===== src/rtl/delta_field_bit_encoder_macros.svh =====
`ifndef DELTA_FIELD_BIT_ENCODER_MACROS_SVH
`define DELTA_FIELD_BIT_ENCODER_MACROS_SVH

// same-cycle implication check
`define DFBE_ASSERT_IMPLY(lbl, clk, rst, ante, cons) \
   lbl: assert property (@(posedge clk) disable iff (rst) (ante) |-> (cons)) \
      else $error("dfbe same-cycle check failed");

// next-cycle implication check
`define DFBE_ASSERT_NEXT(lbl, clk, rst, ante, cons) \
   lbl: assert property (@(posedge clk) disable iff (rst) (ante) |=> (cons)) \
      else $error("dfbe next-cycle check failed");

`endif


===== src/rtl/dfbe_pkg.sv =====
package dfbe_pkg;

   localparam int WORD_W = 32;
   localparam int CODE_W = 35;
   localparam int LEN_W  = 6;
   localparam int IDX_W  = 3;

   localparam logic [IDX_W-1:0] CSR_MODE       = 3'd0;
   localparam logic [IDX_W-1:0] CSR_FIELD_BITS = 3'd1;
   localparam logic [IDX_W-1:0] CSR_MAX_RANGE  = 3'd2;
   localparam logic [IDX_W-1:0] CSR_SCALE_M    = 3'd3;
   localparam logic [IDX_W-1:0] CSR_OFFSET_C   = 3'd4;
   localparam logic [IDX_W-1:0] CSR_ZERO_FLAG  = 3'd5;
   localparam logic [IDX_W-1:0] CSR_XOR        = 3'd6;

   localparam logic [2:0] MODE_IGNORE   = 3'd0;
   localparam logic [2:0] MODE_FULL     = 3'd1;
   localparam logic [2:0] MODE_RANGED   = 3'd2;
   localparam logic [2:0] MODE_STRICT   = 3'd3;
   localparam logic [2:0] MODE_UNSIGNED = 3'd4;
   localparam logic [2:0] MODE_SIGNED   = 3'd5;

   localparam logic [31:0] FLOAT_ONE = 32'h3F80_0000;
   localparam logic [31:0] FLOAT_NAN = 32'h7FC0_0000;

   typedef struct packed {
      logic [2:0]  mode;
      logic [5:0]  field_bits;
      logic [22:0] max_range;
      logic [31:0] scale_m;
      logic [31:0] offset_c;
      logic        zero_flag_enable;
      logic        xor_enable;
   } cfg_type;

   typedef struct packed {
      logic [47:0] prod;
      logic [9:0]  esum;
      logic        sign;
      logic        nan;
      logic        inf;
   } mul_type;

   typedef struct packed {
      logic [27:0] sum;
      logic [7:0]  ebig;
      logic        sign;
      logic        nan;
      logic        inf;
      logic        inf_sign;
   } add_type;

   function automatic logic [5:0] lzc48(input logic [47:0] v);
      logic [5:0] n;
      n = 6'd48;
      for (int i = 0; i < 48; i++) begin
         if (v[i]) begin
            n = 6'(47 - i);
         end
      end
      return n;
   endfunction

   function automatic logic [4:0] lzc28(input logic [27:0] v);
      logic [4:0] n;
      n = 5'd28;
      for (int i = 0; i < 28; i++) begin
         if (v[i]) begin
            n = 5'(27 - i);
         end
      end
      return n;
   endfunction

   // mn normalized with leading one at bit 47, be is the biased exponent
   function automatic logic [31:0] round_pack(input logic s, input logic [47:0] mn,
                                              input logic signed [10:0] be);
      logic [5:0]  k;
      logic [7:0]  ef;
      logic [47:0] sh;
      logic [47:0] lmask;
      logic        lost;
      logic        inc;
      logic [30:0] fld;
      if (be >= 11'sd255) begin
         return {s, 8'hFF, 23'd0};
      end
      if (be >= 11'sd1) begin
         k  = 6'd0;
         ef = be[7:0];
      end else begin
         ef = 8'd0;
         k  = (be < -11'sd46) ? 6'd48 : 6'(11'sd1 - be);
      end
      sh    = mn >> k;
      lmask = ~(48'hFFFF_FFFF_FFFF << k);
      lost  = |(mn & lmask);
      inc   = sh[23] & ((|sh[22:0]) | lost | sh[24]);
      fld   = {ef, sh[46:24]} + 31'(inc);
      return {s, fld};
   endfunction

   function automatic logic [31:0] float_to_uint(input logic [31:0] w);
      logic [7:0]  e;
      logic [63:0] m;
      e = w[30:23];
      m = {40'd0, 1'b1, w[22:0]};
      if (e == 8'hFF && w[22:0] != 23'd0) begin
         return 32'd0;
      end
      if (w[31]) begin
         return 32'd0;
      end
      if (e >= 8'd159) begin
         return 32'hFFFF_FFFF;
      end
      if (e < 8'd127) begin
         return 32'd0;
      end
      if (e >= 8'd150) begin
         return 32'(m << (e - 8'd150));
      end
      return 32'(m >> (8'd150 - e));
   endfunction

endpackage


===== src/rtl/dfbe_scale.sv =====
module dfbe_scale
   import dfbe_pkg::*;
(
   input  logic              clock,
   input  logic              advance,
   input  logic [WORD_W-1:0] word,
   input  logic [31:0]       scale_m,
   input  logic [31:0]       offset_c,
   output logic [WORD_W-1:0] scaled
);

   mul_type     mul_ff, mul_in;
   logic [31:0] prod_ff, prod_in;
   add_type     add_ff, add_in;

   // stage 1: mantissa product
   always_comb begin
      logic [7:0]  ea, eb;
      logic [23:0] ma, mb;
      logic        nan_a, nan_b, inf_a, inf_b, zero_a, zero_b;
      ea     = word[30:23];
      eb     = scale_m[30:23];
      ma     = {ea != 8'd0, word[22:0]};
      mb     = {eb != 8'd0, scale_m[22:0]};
      nan_a  = (ea == 8'hFF) && (word[22:0] != 23'd0);
      nan_b  = (eb == 8'hFF) && (scale_m[22:0] != 23'd0);
      inf_a  = (ea == 8'hFF) && (word[22:0] == 23'd0);
      inf_b  = (eb == 8'hFF) && (scale_m[22:0] == 23'd0);
      zero_a = (word[30:0] == 31'd0);
      zero_b = (scale_m[30:0] == 31'd0);
      mul_in.prod = 48'(ma) * 48'(mb);
      mul_in.esum = 10'((ea == 8'd0) ? 8'd1 : ea) + 10'((eb == 8'd0) ? 8'd1 : eb);
      mul_in.sign = word[31] ^ scale_m[31];
      mul_in.nan  = nan_a | nan_b | (inf_a & zero_b) | (inf_b & zero_a);
      mul_in.inf  = inf_a | inf_b;
   end

   // stage 2: round product to single
   always_comb begin
      logic [5:0]         lz;
      logic [47:0]        mn;
      logic signed [10:0] be;
      lz = lzc48(mul_ff.prod);
      mn = mul_ff.prod << lz;
      be = $signed(11'(mul_ff.esum)) - 11'sd126 - $signed(11'(lz));
      if (mul_ff.nan) begin
         prod_in = FLOAT_NAN;
      end else if (mul_ff.inf) begin
         prod_in = {mul_ff.sign, 8'hFF, 23'd0};
      end else if (mul_ff.prod == 48'd0) begin
         prod_in = {mul_ff.sign, 31'd0};
      end else begin
         prod_in = round_pack(mul_ff.sign, mn, be);
      end
   end

   // stage 3: align and add offset
   always_comb begin
      logic [7:0]  ep, ec, ebig, esml, d;
      logic [23:0] mp, mc, mbig, msml;
      logic        nan_p, nan_c, inf_p, inf_c, p_big, sub;
      logic [26:0] big27, sml27, sh, shf;
      logic        stk;
      nan_p = (prod_ff[30:23] == 8'hFF) && (prod_ff[22:0] != 23'd0);
      nan_c = (offset_c[30:23] == 8'hFF) && (offset_c[22:0] != 23'd0);
      inf_p = (prod_ff[30:23] == 8'hFF) && (prod_ff[22:0] == 23'd0);
      inf_c = (offset_c[30:23] == 8'hFF) && (offset_c[22:0] == 23'd0);
      ep    = (prod_ff[30:23] == 8'd0) ? 8'd1 : prod_ff[30:23];
      ec    = (offset_c[30:23] == 8'd0) ? 8'd1 : offset_c[30:23];
      mp    = {prod_ff[30:23] != 8'd0, prod_ff[22:0]};
      mc    = {offset_c[30:23] != 8'd0, offset_c[22:0]};
      p_big = {ep, mp} >= {ec, mc};
      ebig  = p_big ? ep : ec;
      esml  = p_big ? ec : ep;
      mbig  = p_big ? mp : mc;
      msml  = p_big ? mc : mp;
      sub   = prod_ff[31] ^ offset_c[31];
      d     = ebig - esml;
      big27 = {mbig, 3'd0};
      sml27 = {msml, 3'd0};
      sh    = sml27 >> d;
      stk   = |(sml27 & ~(27'h7FF_FFFF << d));
      shf   = {sh[26:1], sh[0] | stk};
      add_in.sum      = sub ? ({1'b0, big27} - {1'b0, shf}) : ({1'b0, big27} + {1'b0, shf});
      add_in.ebig     = ebig;
      add_in.sign     = p_big ? prod_ff[31] : offset_c[31];
      add_in.nan      = nan_p | nan_c | (inf_p & inf_c & sub);
      add_in.inf      = inf_p | inf_c;
      add_in.inf_sign = inf_p ? prod_ff[31] : offset_c[31];
   end

   // stage 4: normalize, round, truncate to unsigned
   always_comb begin
      logic [4:0]         lz;
      logic [47:0]        mn;
      logic signed [10:0] be;
      logic [31:0]        r;
      lz = lzc28(add_ff.sum);
      mn = {add_ff.sum << lz, 20'd0};
      be = $signed(11'(add_ff.ebig)) + 11'sd1 - $signed(11'(lz));
      if (add_ff.nan) begin
         r = FLOAT_NAN;
      end else if (add_ff.inf) begin
         r = {add_ff.inf_sign, 8'hFF, 23'd0};
      end else if (add_ff.sum == 28'd0) begin
         r = 32'd0;
      end else begin
         r = round_pack(add_ff.sign, mn, be);
      end
      scaled = float_to_uint(r);
   end

   always_ff @(posedge clock) begin
      if (advance) begin
         mul_ff  <= mul_in;
         prod_ff <= prod_in;
         add_ff  <= add_in;
      end
   end

endmodule


===== config.mk =====
export PLATFORM = sky130hd
export DESIGN_NAME = dfbe_scale
export DESIGN_NICKNAME = d
export VERILOG_FILES = /design/src/rtl/delta_field_bit_encoder_macros.svh /design/src/rtl/dfbe_pkg.sv /design/src/rtl/dfbe_scale.sv
export SDC_FILE = /design/constraint.sdc
export NUM_CORES = 2
export LEC_CHECK = 0
export ABC_AREA = 1
export BUFFER_PORTS_ARGS = -buffer_cell sky130_fd_sc_hd__buf_2
export CAP_MARGIN = 20
export CORE_MARGIN = 1
export CORE_UTILIZATION = 35
export DETAILED_ROUTE_END_ITERATION = 7
export PLACE_DENSITY = 0.49
export RECOVER_POWER = 25
export SLEW_MARGIN = 20
export SYNTH_ARGS = -nofsm -noshare
export SYNTH_HDL_FRONTEND = slang
export SYNTH_SLANG_ARGS = --single-unit

===== constraint.sdc =====
create_clock -name clock -period 10.3 [get_ports clock]
set_input_delay 2.575 -clock clock [delete_from_list [all_inputs] [get_ports clock]]
set_output_delay 2.575 -clock clock [all_outputs]
set_load 0.01 [all_outputs]

==> flow_summary.ini <==
[floorplanning]
die_y_microns = 364
core_area_sq_um = 130000
die_w_microns = 364
io_pins = 130
rows = 132
start_util_pct = 35.4
die_area_sq_um = 133000

[min_path]
hold_path.class = reg2reg
hold_path.startpoint = prod_ff[31]
whs_path_depth = 2
min_to = add_ff[3]

[timing]
finClkSkew_ns = 0.0172
layout_setup_ws_ns = -0.553
fin_crit_sh_pct = 105
drv_slew = 61
slew_headroom_pct = -122
setup_viol = 32
hold_violations = 0
fin_crit_ns = 10.85
max_freq_mhz = 92.1
tightest_slew_ns = 3.34
rsz0062_at_grt = yes

[grt]
grt_pass1_wl_mm = 283
grt_pass1_vias = 49900
grt_use_total_pct = 27.0
grt_max_degree = 97
grt_overflow = 0
antenna_found_initial = 9

[detailed_routing]
vias = 50700
wl_per_cell_microns = 18.7
firstDrtPassIters = 8
ant_nets = 0
drc = 1
vias_per_cell = 5.23
totalWireLength_mm = 182
drtIter0Drc = 4028

[synthesis]
synth_cells = 7335
synth_nets = 8219
seq_area_frac_synth_pct = 8.62
ys.flop_type = edfxtp_1
syn-cell-area_sq_um = 46000
yosys_warnings = 0
avgSynthCellArea_sq_um = 6.27
synthArstFlopShare_pct = 0
ys_types = 73
yosys_register_bits = 132
synth-edff-count = 132

[placed_design]
dpl_worst_slack_ns = -0.862
hpwl_mm = 148
portBuffers = 129
gp_congestion = 0.978

[clock_network]
clockRootBuffer = clkbuf_16
clk_pin_slew_ns = 0.06
cts.sinks = 132
cts.htree.levels = 4
clock_latency_ns = 0.45
cts_tree = built
cts_buffer_depth = 2
ctsHoldBuffers = 0
numCtsBuffers = 17

[critical_path]
rrSetupSlack_ns = 1.08
critPathSlowestCell = edfxtp_1
cp.arrival_ns = 8.28
crit_buf_inv = 11
crit_family = simple AND/OR/NAND/NOR gates
critPathMaxStageDelay_ns = 0.41
rr_startpoint = mul_ff[15]
cp_max_fo = 13
path_common_cell = nand3_1
worstPathRequired_ns = 7.73
timing.rr.end = prod_ff[28]
critPathKind = reg2out
worstRegToRegCells = 81
cp-end-kind = output port
cp-start-kind = flop

[cells_and_area]
layout.nets = 8822
syn_to_final_growth_pct = 25.5
drive_gt1_share_pct = 21.2
fillers = 13800

[flow_run]
cap_violations = 1

[status]
outcome = complete, but fails checks
failed_checks = DRC, capacitance limit, slew limit, setup timing
-- how the worst max path moves through the flow --
stage / from / to / slack (ns) / cells past startpoint
2_1_floorplan: add_ff[12] / scaled[9] / 0.007 / 66
3_3_place_gp: offset_c[27] / add_ff[37] / -1.44 / 59
3_5_place_dp: offset_c[27] / add_ff[39] / -0.86 / 60
4_1_cts: add_ff[13] / scaled[13] / -0.56 / 77
5_1_grt: add_ff[13] / scaled[7] / -1.17 / 71
6_report: add_ff[13] / scaled[25] / -0.55 / 61
-- cell usage after synthesis (21+ instances only) --
cell type  number  area, sq um
nand2_2        21          131
nand2_1      2076         7790
clkbuf_1      299         1120
nand3_1      1152         5770
inv_1        1166         4380
xor2_1         88          771
o21ai_0       269         1350
edfxtp_1      132         3960
nor3_1         69          345
nor2_1        403         1510
ha_1          300         3750
fa_1          486         9730
nor4_1         46          288
nand4_1       114          713
o211ai_1       36          270
buf_2          55          275
nor2_2         21          131
a21oi_1       270         1350
inv_2          26         97.6
buf_1          33          124
-- worst register-to-register path, delay by kind of cell, from the launching register on --
| family | cells | cell delay (ns) |
|---|---|---|
| DFF | 1 | 0.44 |
| adders and majority gates | 4 | 1.02 |
| and+or+nand+nor | 64 | 5.09 |
| AOI/OAI and AO/OA | 6 | 1.32 |
| buffers and inverters | 7 | 1.06 |
-- layout make-up --
cell class	count	area (sq um)	area share [%]
diodes	3	7.51	0.0130
clock buffers	18	429	0.744
clock inverters	13	135	0.234
inverters	1211	4600	7.97
multi-input cells	5593	38700	67.0
flip-flops and latches	132	3960	6.87
well taps	1742	2180	3.78
repair buffers	980	7720	13.4
repair inverters	3	28.8	0.0499
-- per-stage QoR --
step	util [%]	hold slack [ns]	cell area, sq um	std cells	TNS (ns)
floorplan	-	0.505	46100	7335	0
global placement	41.0	0.632	53300	9548	-34.90
global route	44.4	0.675	57700	9694	-36.06
detailed placement	41.0	0.640	53300	9549	-26.61
CTS	43.0	0.650	55900	9642	-14.26
finish	44.4	0.635	57700	9695	-14.04
-- timing repair --
item | CTS | global route
buffers inserted | 55 | 53
setup endpoints to repair | 40 | 59
pin swaps | 129 | 226
gates cloned | 8 | 2
gates resized for setup | 384 | 395
-- layer usage --
metal	vias to the layer above	wire, microns	GRT usage, %	share of wire (%)
met4	8	3950	5.25	2.2
li1	24700	-	-	-
met2	1492	86800	46.2	48
met3	204	9590	2.99	5.3
met5	-	38	0	0.021
met1	24400	81200	36.5	45
-- flip-flops by register name, indices dropped and copies added (netlist names) --
register / flops
mul_ff: 60
add_ff: 40
prod_ff: 32
-- layout by cell type (no fill, tap or decap), types with 10 or more instances in the layout --
cell and n:
fa_1 484, inv_1 1155, o21bai_1 14, buf_4 761, nand3_4 11, buf_12 30, xnor2_1 13, xor2_1 86
or2_2 10, edfxtp_1 132, o21ai_1 40, nor2_1 342, nor3_2 14, clkbuf_16 18, a21oi_2 64, buf_2 123
nor4_1 44, ha_4 11, nand2_1 1927, o21ai_0 219, clkinv_1 17, nor3_1 53, nand3_2 183, nor2_4 46
nand2_2 147, buf_6 52, nand3_1 971, o211ai_1 36, o21ai_2 23, a31oi_1 18, a21oi_1 201, nor2_2 45
nand2_4 24, nand4_1 114, ha_1 287, inv_2 28
-- cells by family after synthesis --
logic type,share of synthesized area [%]
xor+xnor,1.99
compound gates,8.92
fa+ha+maj,29.3
flops,8.62
simple gates,37.6
buf+inv,13.5
mux,0.109
Power is not shown: default switching activity piles up to over one toggle a cycle in this logic, so the estimate is an artifact.
