File: src/rtl/delta_field_bit_encoder_macros.svh
`ifndef DELTA_FIELD_BIT_ENCODER_MACROS_SVH
`define DELTA_FIELD_BIT_ENCODER_MACROS_SVH

// same-cycle implication check
`define DFBE_ASSERT_IMPLY(lbl, clk, rst, ante, cons) \
   lbl: assert property (@(posedge clk) disable iff (rst) (ante) |-> (cons)) \
      else $error("dfbe same-cycle check failed");

// next-cycle implication check
`define DFBE_ASSERT_NEXT(lbl, clk, rst, ante, cons) \
   lbl: assert property (@(posedge clk) disable iff (rst) (ante) |=> (cons)) \
      else $error("dfbe next-cycle check failed");

`endif

File: src/rtl/dfbe_pkg.sv
package dfbe_pkg;

   localparam int WORD_W = 32;
   localparam int CODE_W = 35;
   localparam int LEN_W  = 6;
   localparam int IDX_W  = 3;

   localparam logic [IDX_W-1:0] CSR_MODE       = 3'd0;
   localparam logic [IDX_W-1:0] CSR_FIELD_BITS = 3'd1;
   localparam logic [IDX_W-1:0] CSR_MAX_RANGE  = 3'd2;
   localparam logic [IDX_W-1:0] CSR_SCALE_M    = 3'd3;
   localparam logic [IDX_W-1:0] CSR_OFFSET_C   = 3'd4;
   localparam logic [IDX_W-1:0] CSR_ZERO_FLAG  = 3'd5;
   localparam logic [IDX_W-1:0] CSR_XOR        = 3'd6;

   localparam logic [2:0] MODE_IGNORE   = 3'd0;
   localparam logic [2:0] MODE_FULL     = 3'd1;
   localparam logic [2:0] MODE_RANGED   = 3'd2;
   localparam logic [2:0] MODE_STRICT   = 3'd3;
   localparam logic [2:0] MODE_UNSIGNED = 3'd4;
   localparam logic [2:0] MODE_SIGNED   = 3'd5;

   localparam logic [31:0] FLOAT_ONE = 32'h3F80_0000;
   localparam logic [31:0] FLOAT_NAN = 32'h7FC0_0000;

   typedef struct packed {
      logic [2:0]  mode;
      logic [5:0]  field_bits;
      logic [22:0] max_range;
      logic [31:0] scale_m;
      logic [31:0] offset_c;
      logic        zero_flag_enable;
      logic        xor_enable;
   } cfg_type;

   typedef struct packed {
      logic [47:0] prod;
      logic [9:0]  esum;
      logic        sign;
      logic        nan;
      logic        inf;
   } mul_type;

   typedef struct packed {
      logic [27:0] sum;
      logic [7:0]  ebig;
      logic        sign;
      logic        nan;
      logic        inf;
      logic        inf_sign;
   } add_type;

   function automatic logic [5:0] lzc48(input logic [47:0] v);
      logic [5:0] n;
      n = 6'd48;
      for (int i = 0; i < 48; i++) begin
         if (v[i]) begin
            n = 6'(47 - i);
         end
      end
      return n;
   endfunction

   function automatic logic [4:0] lzc28(input logic [27:0] v);
      logic [4:0] n;
      n = 5'd28;
      for (int i = 0; i < 28; i++) begin
         if (v[i]) begin
            n = 5'(27 - i);
         end
      end
      return n;
   endfunction

   // mn normalized with leading one at bit 47, be is the biased exponent
   function automatic logic [31:0] round_pack(input logic s, input logic [47:0] mn,
                                              input logic signed [10:0] be);
      logic [5:0]  k;
      logic [7:0]  ef;
      logic [47:0] sh;
      logic [47:0] lmask;
      logic        lost;
      logic        inc;
      logic [30:0] fld;
      if (be >= 11'sd255) begin
         return {s, 8'hFF, 23'd0};
      end
      if (be >= 11'sd1) begin
         k  = 6'd0;
         ef = be[7:0];
      end else begin
         ef = 8'd0;
         k  = (be < -11'sd46) ? 6'd48 : 6'(11'sd1 - be);
      end
      sh    = mn >> k;
      lmask = ~(48'hFFFF_FFFF_FFFF << k);
      lost  = |(mn & lmask);
      inc   = sh[23] & ((|sh[22:0]) | lost | sh[24]);
      fld   = {ef, sh[46:24]} + 31'(inc);
      return {s, fld};
   endfunction

   function automatic logic [31:0] float_to_uint(input logic [31:0] w);
      logic [7:0]  e;
      logic [63:0] m;
      e = w[30:23];
      m = {40'd0, 1'b1, w[22:0]};
      if (e == 8'hFF && w[22:0] != 23'd0) begin
         return 32'd0;
      end
      if (w[31]) begin
         return 32'd0;
      end
      if (e >= 8'd159) begin
         return 32'hFFFF_FFFF;
      end
      if (e < 8'd127) begin
         return 32'd0;
      end
      if (e >= 8'd150) begin
         return 32'(m << (e - 8'd150));
      end
      return 32'(m >> (8'd150 - e));
   endfunction

endpackage

File: src/rtl/dfbe_pack.sv
module dfbe_pack
   import dfbe_pkg::*;
(
   input  cfg_type           cfg,
   input  logic [WORD_W-1:0] base_value,
   input  logic [WORD_W-1:0] target_value,
   input  logic [WORD_W-1:0] base_scaled,
   input  logic [WORD_W-1:0] target_scaled,
   output logic [CODE_W-1:0] code_word,
   output logic [LEN_W-1:0]  code_length
);

   always_comb begin
      logic [5:0]  nb, w, pre;
      logic [31:0] val, mask_nb, mask_w, mag, iv;
      logic [7:0]  e;
      logic [4:0]  rs;
      logic [23:0] sig;
      logic        short_form;
      nb      = (cfg.field_bits > 6'd32) ? 6'd32 : cfg.field_bits;
      mask_nb = ~(32'hFFFF_FFFF << nb);
      pre     = cfg.zero_flag_enable ? 6'd2 : 6'd1;
      e       = target_value[30:23];
      sig     = {1'b1, target_value[22:0]};
      rs      = 5'(8'd150 - e);
      mag     = 32'd0;
      short_form = 1'b0;
      if (target_value[30:0] == 31'd0) begin
         short_form = 1'b1;
      end else if (e >= 8'd127 && e <= 8'd150) begin
         mag = 32'(sig >> rs);
         short_form = ((sig & ~(24'hFF_FFFF << rs)) == 24'd0) &&
                      (mag <= 32'(cfg.max_range));
      end
      iv = target_value[31] ? (32'd0 - mag) : mag;
      w  = (cfg.mode == MODE_FULL) ? 6'd32 : nb;
      mask_w = ~(32'hFFFF_FFFF << w);
      if (cfg.mode == MODE_STRICT) begin
         val = cfg.xor_enable ? (base_scaled ^ target_scaled) : target_scaled;
      end else begin
         val = cfg.xor_enable ? (base_value ^ target_value) : target_value;
      end
      if (base_value == target_value) begin
         code_word   = 35'd1;
         code_length = 6'd1;
      end else if (cfg.zero_flag_enable && target_value == 32'd0) begin
         code_word   = 35'd1;
         code_length = 6'd2;
      end else if (cfg.mode == MODE_RANGED) begin
         if (short_form) begin
            code_word   = 35'(iv & mask_nb);
            code_length = pre + 6'd1 + nb;
         end else begin
            code_word   = {2'b0, 1'b1, target_value};
            code_length = pre + 6'd33;
         end
      end else begin
         code_word   = 35'(val & mask_w);
         code_length = pre + w;
      end
   end

endmodule

File: config.mk
export PLATFORM = sky130hd
export DESIGN_NAME = dfbe_pack
export DESIGN_NICKNAME = d
export VERILOG_FILES = /design/src/rtl/delta_field_bit_encoder_macros.svh /design/src/rtl/dfbe_pkg.sv /design/src/rtl/dfbe_pack.sv
export SDC_FILE = /design/constraint.sdc
export NUM_CORES = 1
export LEC_CHECK = 0
export BUFFER_PORTS_ARGS = -buffer_cell sky130_fd_sc_hd__buf_2
export CORE_ASPECT_RATIO = 2
export CORE_MARGIN = 2
export CORE_UTILIZATION = 53
export DETAILED_ROUTE_END_ITERATION = 10
export PLACE_DENSITY = 0.85
export SLEW_MARGIN = 20
export SYNTH_ARGS = -nofsm -noshare
export SYNTH_HDL_FRONTEND = slang
export SYNTH_SLANG_ARGS = --single-unit
File: constraint.sdc
create_clock -name vclk -period 7.2
set_clock_uncertainty 0.05 [all_clocks]
set_input_delay 0.36 -clock vclk [all_inputs]
set_output_delay 0.36 -clock vclk [all_outputs]
set_load 0.005 [all_outputs]
==> impl_results.md, run 1 <==
- Unique cell type count in the Yosys netlist: 97
- Setup WS pre-CTS: 0.741 ns
- Met1 WL: 11,000 um
- Leak Pwr: 3.55 nW
- Sequential cell count: 0
- Max Used Layer: met4
- Global route total overflow: 0
- Slowest stage delay, CP: 1.17 ns
- PwrDens: 93.1 nW/um2
- Design Power: 739 uW
- CTS hold repair buffers: 0
- Vias per cell: 7.20
- Status: finished, final reports clean
- Rows: 58
- Routability congestion estimate: 1.11
- Layout net count: 1,454
- First-pass GRT wire length: 55,600 um
- WS Path Type: primary input to output port
- RSZ-0062 raised after global routing: no
- Crit path max-delay family: compound AO/OA/AOI/OAI gates
- WL met3: 3950 um
- First drt pass iteration count: 6
- Worst slew pin tran: 1.37 ns
- Layout area overhead: 15.4%
- # setup viols final: 0
- Core area: 12,600 um2
- Max Slew Vio Count: 0
- Drt wl/cell: 28.0 um
- HP Class: primary input to output port
- Layout cells sized above 1: 25.4%
- Final Hold Fails: 0
- Critical path buffers and inverters: 5
- Mean Syn Cell Area: 6.59 um2
- VDD IR max: 0.0830 mV
- Reg area: 0 um2
- Post-synthesis sequential area ratio: 0%
- DRC: 0
- Worst Path Required: 6.79 ns
- I/O Pins: 267
- Final Non-Filler Cells: 1,342
- Pin count of the biggest net entering global routing: 65
- Die area: 14,000 um2
- Post-cts sizing count: 0
- Total number of vias: 9,658
- Initial antenna violation count: 1
- Die height: 165 um
- Post-CTS Setup Inserts: 0
- Final setup margin: 0.413 ns
- Period minus WS final: 6.79 ns
- CP Max Fanout: 43
- Fin crit share: 94.3%
- Critical path data arrival time: 6.38 ns
- Initial Utilization: 54.5%
- Clk_buf instances: 0
- Vias in the first global route: 9,405
- Gr usage total: 52.4%
- Die W: 84.6 um
- Critical-path cell list: buf_2, inv_2, ha_2, buf_4, mux2_2, nor2_1, a2111oi_1, nor3_1, nor2_1, ha_1, nand4_1, nor4_1, a21oi_1, a221oi_1, o2111ai_1, a211o_1, buf_12, nor2_1, o211ai_1, o41ai_1, buf_2
- Worst setup EP type: output port
- DR iter-0 viols: 1,084
- Crit path top cell by count: nor2_1
- Slowest-stage cell, CP: a2111oi_1
- DP HPWL: 29,500 um
- Startpoint types: primary input
- Slew headroom: 8.74%
- Placed Cells: 1,341
- Max Cap Viol: 0
- Post-layout util: 62.9%
- Post-Route WL: 37,500 um
- Post-Synthesis Cells: 1,045
- # port buffers: 201
- Fmax: 0.147 GHz
- Setup TNS: 0 ns
- Synth Warn #: 0
- Yosys top cell by area: xor2_1
- Synth top area share: 8.02%
- Mapped Area: 6880 um2
- Area contributors post-synth: xor2_1 (8.0%), nand2_1 (7.5%), xnor2_1 (6.2%)
- Met2 WL: 17,400 um
- Antenna viol nets, final: 0
layout by cell type, fill, tap and decap left out, types with 5 or more instances in the layout:
| master | synthesis | final |
|---|---|---|
| nand3_1 | 29 | 29 |
| o31ai_1 | 10 | 10 |
| o21ai_0 | 59 | 59 |
| mux2i_1 | 31 | 31 |
| buf_4 | 4 | 36 |
| a211oi_1 | 13 | 13 |
| xnor2_1 | 49 | 49 |
| nor4_1 | 18 | 18 |
| nor2b_1 | 8 | 8 |
| a21o_1 | 5 | 5 |
| a22oi_1 | 9 | 9 |
| buf_2 | 24 | 201 |
| ha_1 | 33 | 32 |
| nand2b_1 | 7 | 7 |
| a31oi_1 | 12 | 12 |
| or3_1 | 10 | 10 |
| inv_1 | 41 | 41 |
| nor3_1 | 29 | 29 |
| mux4_2 | 12 | 12 |
| o22ai_1 | 11 | 11 |
| o211ai_1 | 13 | 13 |
| nand4_1 | 12 | 12 |
| nand2_1 | 137 | 137 |
| a311oi_1 | 5 | 5 |
| xor2_1 | 63 | 63 |
| a21oi_1 | 59 | 59 |
| and2_1 | 9 | 9 |
| mux2_2 | 8 | 8 |
| a211o_1 | 5 | 5 |
| a221oi_1 | 30 | 30 |
| and3_1 | 8 | 8 |
| nor2_1 | 106 | 106 |
per-layer routing:
layer  track usage (%)  vias to the layer above
met3              12.4                      322
met1              49.5                     4362
li1                  -                     4130
met5                 0                        -
met4              53.9                        0
met2              88.8                      844
cells by family (layout without fill, tap and decap cells):
logic type	Yosys count	after routing	share of synthesized area, %
other	1	3	0.0545
muxes	54	54	10.5
and+or+nand+nor	400	400	27.3
adders and majority gates	35	35	6.58
AOI/OAI and AO/OA	299	299	30.8
xor gates and xnor gates	115	115	15.0
buffers and inverters	141	286	9.73
path summary, 6_finish.rpt:
kind,slack [ns],cells after the start,from,endpoint
min,1.18,4,target_value[28],code_word[28]
max,0.41,21,target_value[23],code_word[12]
cells in the mapped netlist (11+ instances only):
cell type	count
nand3_1	29
nor4_1	18
mux4_2	12
a21oi_1	59
a221oi_1	30
a31oi_1	12
xnor2_1	49
o22ai_1	11
nand4_1	12
o211ai_1	13
ha_1	33
o21ai_0	59
buf_2	24
xor2_1	63
nor3_1	29
inv_1	41
mux2i_1	31
a211oi_1	13
nor2_1	106
clkbuf_1	52
nand2_1	137
report_power, final:
group	internal [mW]	switching (mW)	leakage (nW)	total, mW
Combinational	0.275	0.464	3.55	0.739
Clock	0.0000000186	0	0.00000634	0.0000000186
Sequential	0	0	0	0
Total	0.275	0.464	3.55	0.739
stage by stage:
stage,hold WS [ns],cell area (um2)
final,1.18,7940
after global routing,1.20,7940
after CTS,1.18,7940
after detailed placement,1.18,7940
after global placement,1.17,7940
after floorplan,0.820,6890
final cells by class:
| cell class | count | area (um2) |
|---|---|---|
| antenna | 1 | 2.50 |
| tap | 150 | 188 |
| inverter | 45 | 169 |
| fill | 1241 | 4680 |
| timing repair buffer | 241 | 1360 |
| multi-input combinational | 905 | 6230 |
Power figures use the tool's default switching activity.
==> run 2: changes to the inputs <==
- ABC_AREA: default -> 1
- CORE_UTILIZATION: 53 -> 52
- PLACE_DENSITY: 0.85 -> 0.84
==> run 2 against run 1 <==
  * Synthesized area is 3.7% lower
  * Setup slack better by 0.62 ns
  * Hold slack better by 0.014 ns
  * Largest power group unchanged
  * Highest routed layer unchanged
==> impl_results.md, run 2 <==
- Vias per cell: 6.22 (-14%)
- Vias in the first global route: 9,392 (-0.14%)
- Global-route track usage on met1: 48.8% (-0.73 points)
- Initial Utilization: 53.1% (-1.4 points)
- Die height: 164 um (-0.88%)
- Max Slew Vio Count: 0 (unchanged)
- Setup WS pre-CTS: 1.41 ns (+0.665 ns)
- Multi-input logic area: 5690 um2 (-8.7%)
- Critical path buffers and inverters: 6 (+1)
- Worst setup EP type: output port
- Layout area overhead: 13.2%
- Mean Syn Cell Area: 5.09 um2 (-23%)
- HP Class: primary input to output port
- Gr usage total: 47.9% (-4.5 points)
- Layout cells sized above 1: 18.1% (-7.3 points)
- Post-Synthesis Cells: 1,304 (+25%)
- Most frequent cells in the layout: nand2_1 (353), buf_2 (201), nand3_1 (142), inv_1 (139), o21ai_0 (127)
- Post-CTS Setup Inserts: 0 (unchanged)
- Critical Path End: code_word[27]
- Setup TNS: 0 ns (unchanged)
- Commonest non-fill, non-tap cell in the layout: nand2_1
- Crit path max-delay family: simple AND/OR/NAND/NOR gates
- # setup viols final: 0 (unchanged)
- Clk_buf instances: 0 (unchanged)
- Status: finished, final reports clean
- # port buffers: 201 (unchanged)
- Initial antenna violation count: 0 (-1)
- DRC: 0 (unchanged)
- Fin crit share: 85.6% (-8.6 points)
- Startpoint types: primary input
- Crit path depth: 29 (+38%)
- Most Crowded Layer GR: met2
- CTS hold repair buffers: 0 (unchanged)
- Post-Route WL: 34,000 um (-9.5%)
- Mapped Area: 6630 um2 (-3.7%)
- Synth Warn #: 0 (unchanged)
- DR iter-0 viols: 1,030 (-5.0%)
- Antenna viol nets, final: 0 (unchanged)
- Area contributors post-synth: nand2_1 (20%), nand3_1 (11%), o21ai_0 (9.6%)
- Crit path top cell by count: nand2_1
- First drt pass iteration count: 6 (unchanged)
- Drt wl/cell: 21.3 um (-24%)
- Synth top area share: 20.0% (+12 points)
- Slowest stage delay, CP: 0.72 ns (-0.45 ns)
- PwrDens: 83.8 nW/um2 (-10%)
- Routability congestion estimate: 1.06 (-4.4%)
- Rows: 58 (unchanged)
- Post-cts sizing count: 0 (unchanged)
- Sequential cell count: 0 (unchanged)
- M3 GR Usage: 5.23% (-7.2 points)
- Slew headroom: 40.8% (+32 points)
- Design Power: 629 uW (-15%)
- RSZ-0062 raised after global routing: no
- Global route total overflow: 0 (unchanged)
- Core area: 12,500 um2 (-1.1%)
- Die area: 13,700 um2 (-1.7%)
- Worst slew pin tran: 0.885 ns (-0.480 ns)
- Unique cell type count in the Yosys netlist: 53 (-45%)
- Max Cap Viol: 0 (unchanged)
- Ant diodes: 0 (-1)
- Fmax: 0.162 GHz (+10%)
- I/O Pins: 267 (unchanged)
- Yosys top cell by area: nand2_1
- Post-synthesis sequential area ratio: 0% (unchanged)
- Pin count of the biggest net entering global routing: 52 (-20%)
- Fillers: 1,359 (+9.5%)
- Final Hold Fails: 0 (unchanged)
- CP Max Fanout: 50 (+16%)
- Commonest cells post-synth: nand2_1 (353), nand3_1 (142), inv_1 (140)
- Most common cell in the synthesized netlist: nand2_1
- Slowest-stage cell, CP: o21ai_0
- GR Util met2: 80.7% (-8.1 points)
- Crit path from: target_value[23]
- DP HPWL: 27,600 um (-6.6%)
- Worst Path Required: 6.79 ns (about the same)
- WS Path Type: primary input to output port
- Die W: 83.9 um (-0.86%)
- Final setup margin: 1.03 ns (+0.622 ns)
- Layout net count: 1,708 (+17%)
- Reg area: 0 um2 (unchanged)
- Period minus WS final: 6.17 ns (-0.622 ns)
- VDD IR max: 0.0669 mV (-19%)
- Leak Pwr: 4.18 nW (+18%)
- Critical path data arrival time: 5.76 ns (-0.62 ns)
- Total number of vias: 9,918 (+2.7%)
- First-pass GRT wire length: 50,800 um (-8.7%)
[run 2: cell types whose count changed in the layout (fill, tap and decap cells not counted), moves of 49 or more]
cell	previous run	this run
inv_1	41	139
o21ai_0	59	127
xor2_1	63	11
nand3_1	29	142
nand2_1	137	353
a21oi_1	59	108
[run 2: cells by family after synthesis]
kind of cell | count (synthesis) | synth area share (%)
simple gates | 714 | 48.8
xor+xnor | 40 | 5.28
other cells | 1 | 0.0565
compound gates | 295 | 24.5
fa+ha+maj | 35 | 6.83
buf+inv | 219 | 14.5
[run 2: worst min path at each step]
stage / from / endpoint / cells past startpoint
after global placement: cfg[1] / code_length[0] / 6
after detailed placement: target_value[2] / code_word[2] / 4
after floorplan: target_value[24] / code_word[24] / 2
after CTS: target_value[2] / code_word[2] / 4
final: cfg[1] / code_length[0] / 6
after global routing: target_value[2] / code_word[2] / 4
[run 2: layout make-up]
cell class	count	area share [%]
Multi-Input combinational cell	1086	75.7
Tap cell	150	2.50
Timing Repair Buffer	208	14.1
Inverter	151	7.65
[run 2: per-layer routing]
layer,share of wire [%],vias up
met5,0,-
met4,14,0
met3,9.1,245
met2,45,775
met1,32,4243
li1,-,4655
[run 2: power breakdown]
group	switching [mW]	internal, mW
clock	0	0
sequential	0	0
combinational	0.421	0.207
total	0.421	0.207
[run 2: stage by stage]
step	instances	hold slack, ns	util, %	instance area, um2
finish	1595	1.20	60.1	7510
detailed placement	1595	1.16	60.1	7510
global placement	1595	1.17	60.1	7510
CTS	1595	1.17	60.1	7510
global route	1595	1.19	60.1	7510
floorplan	1305	0.796	-	6640
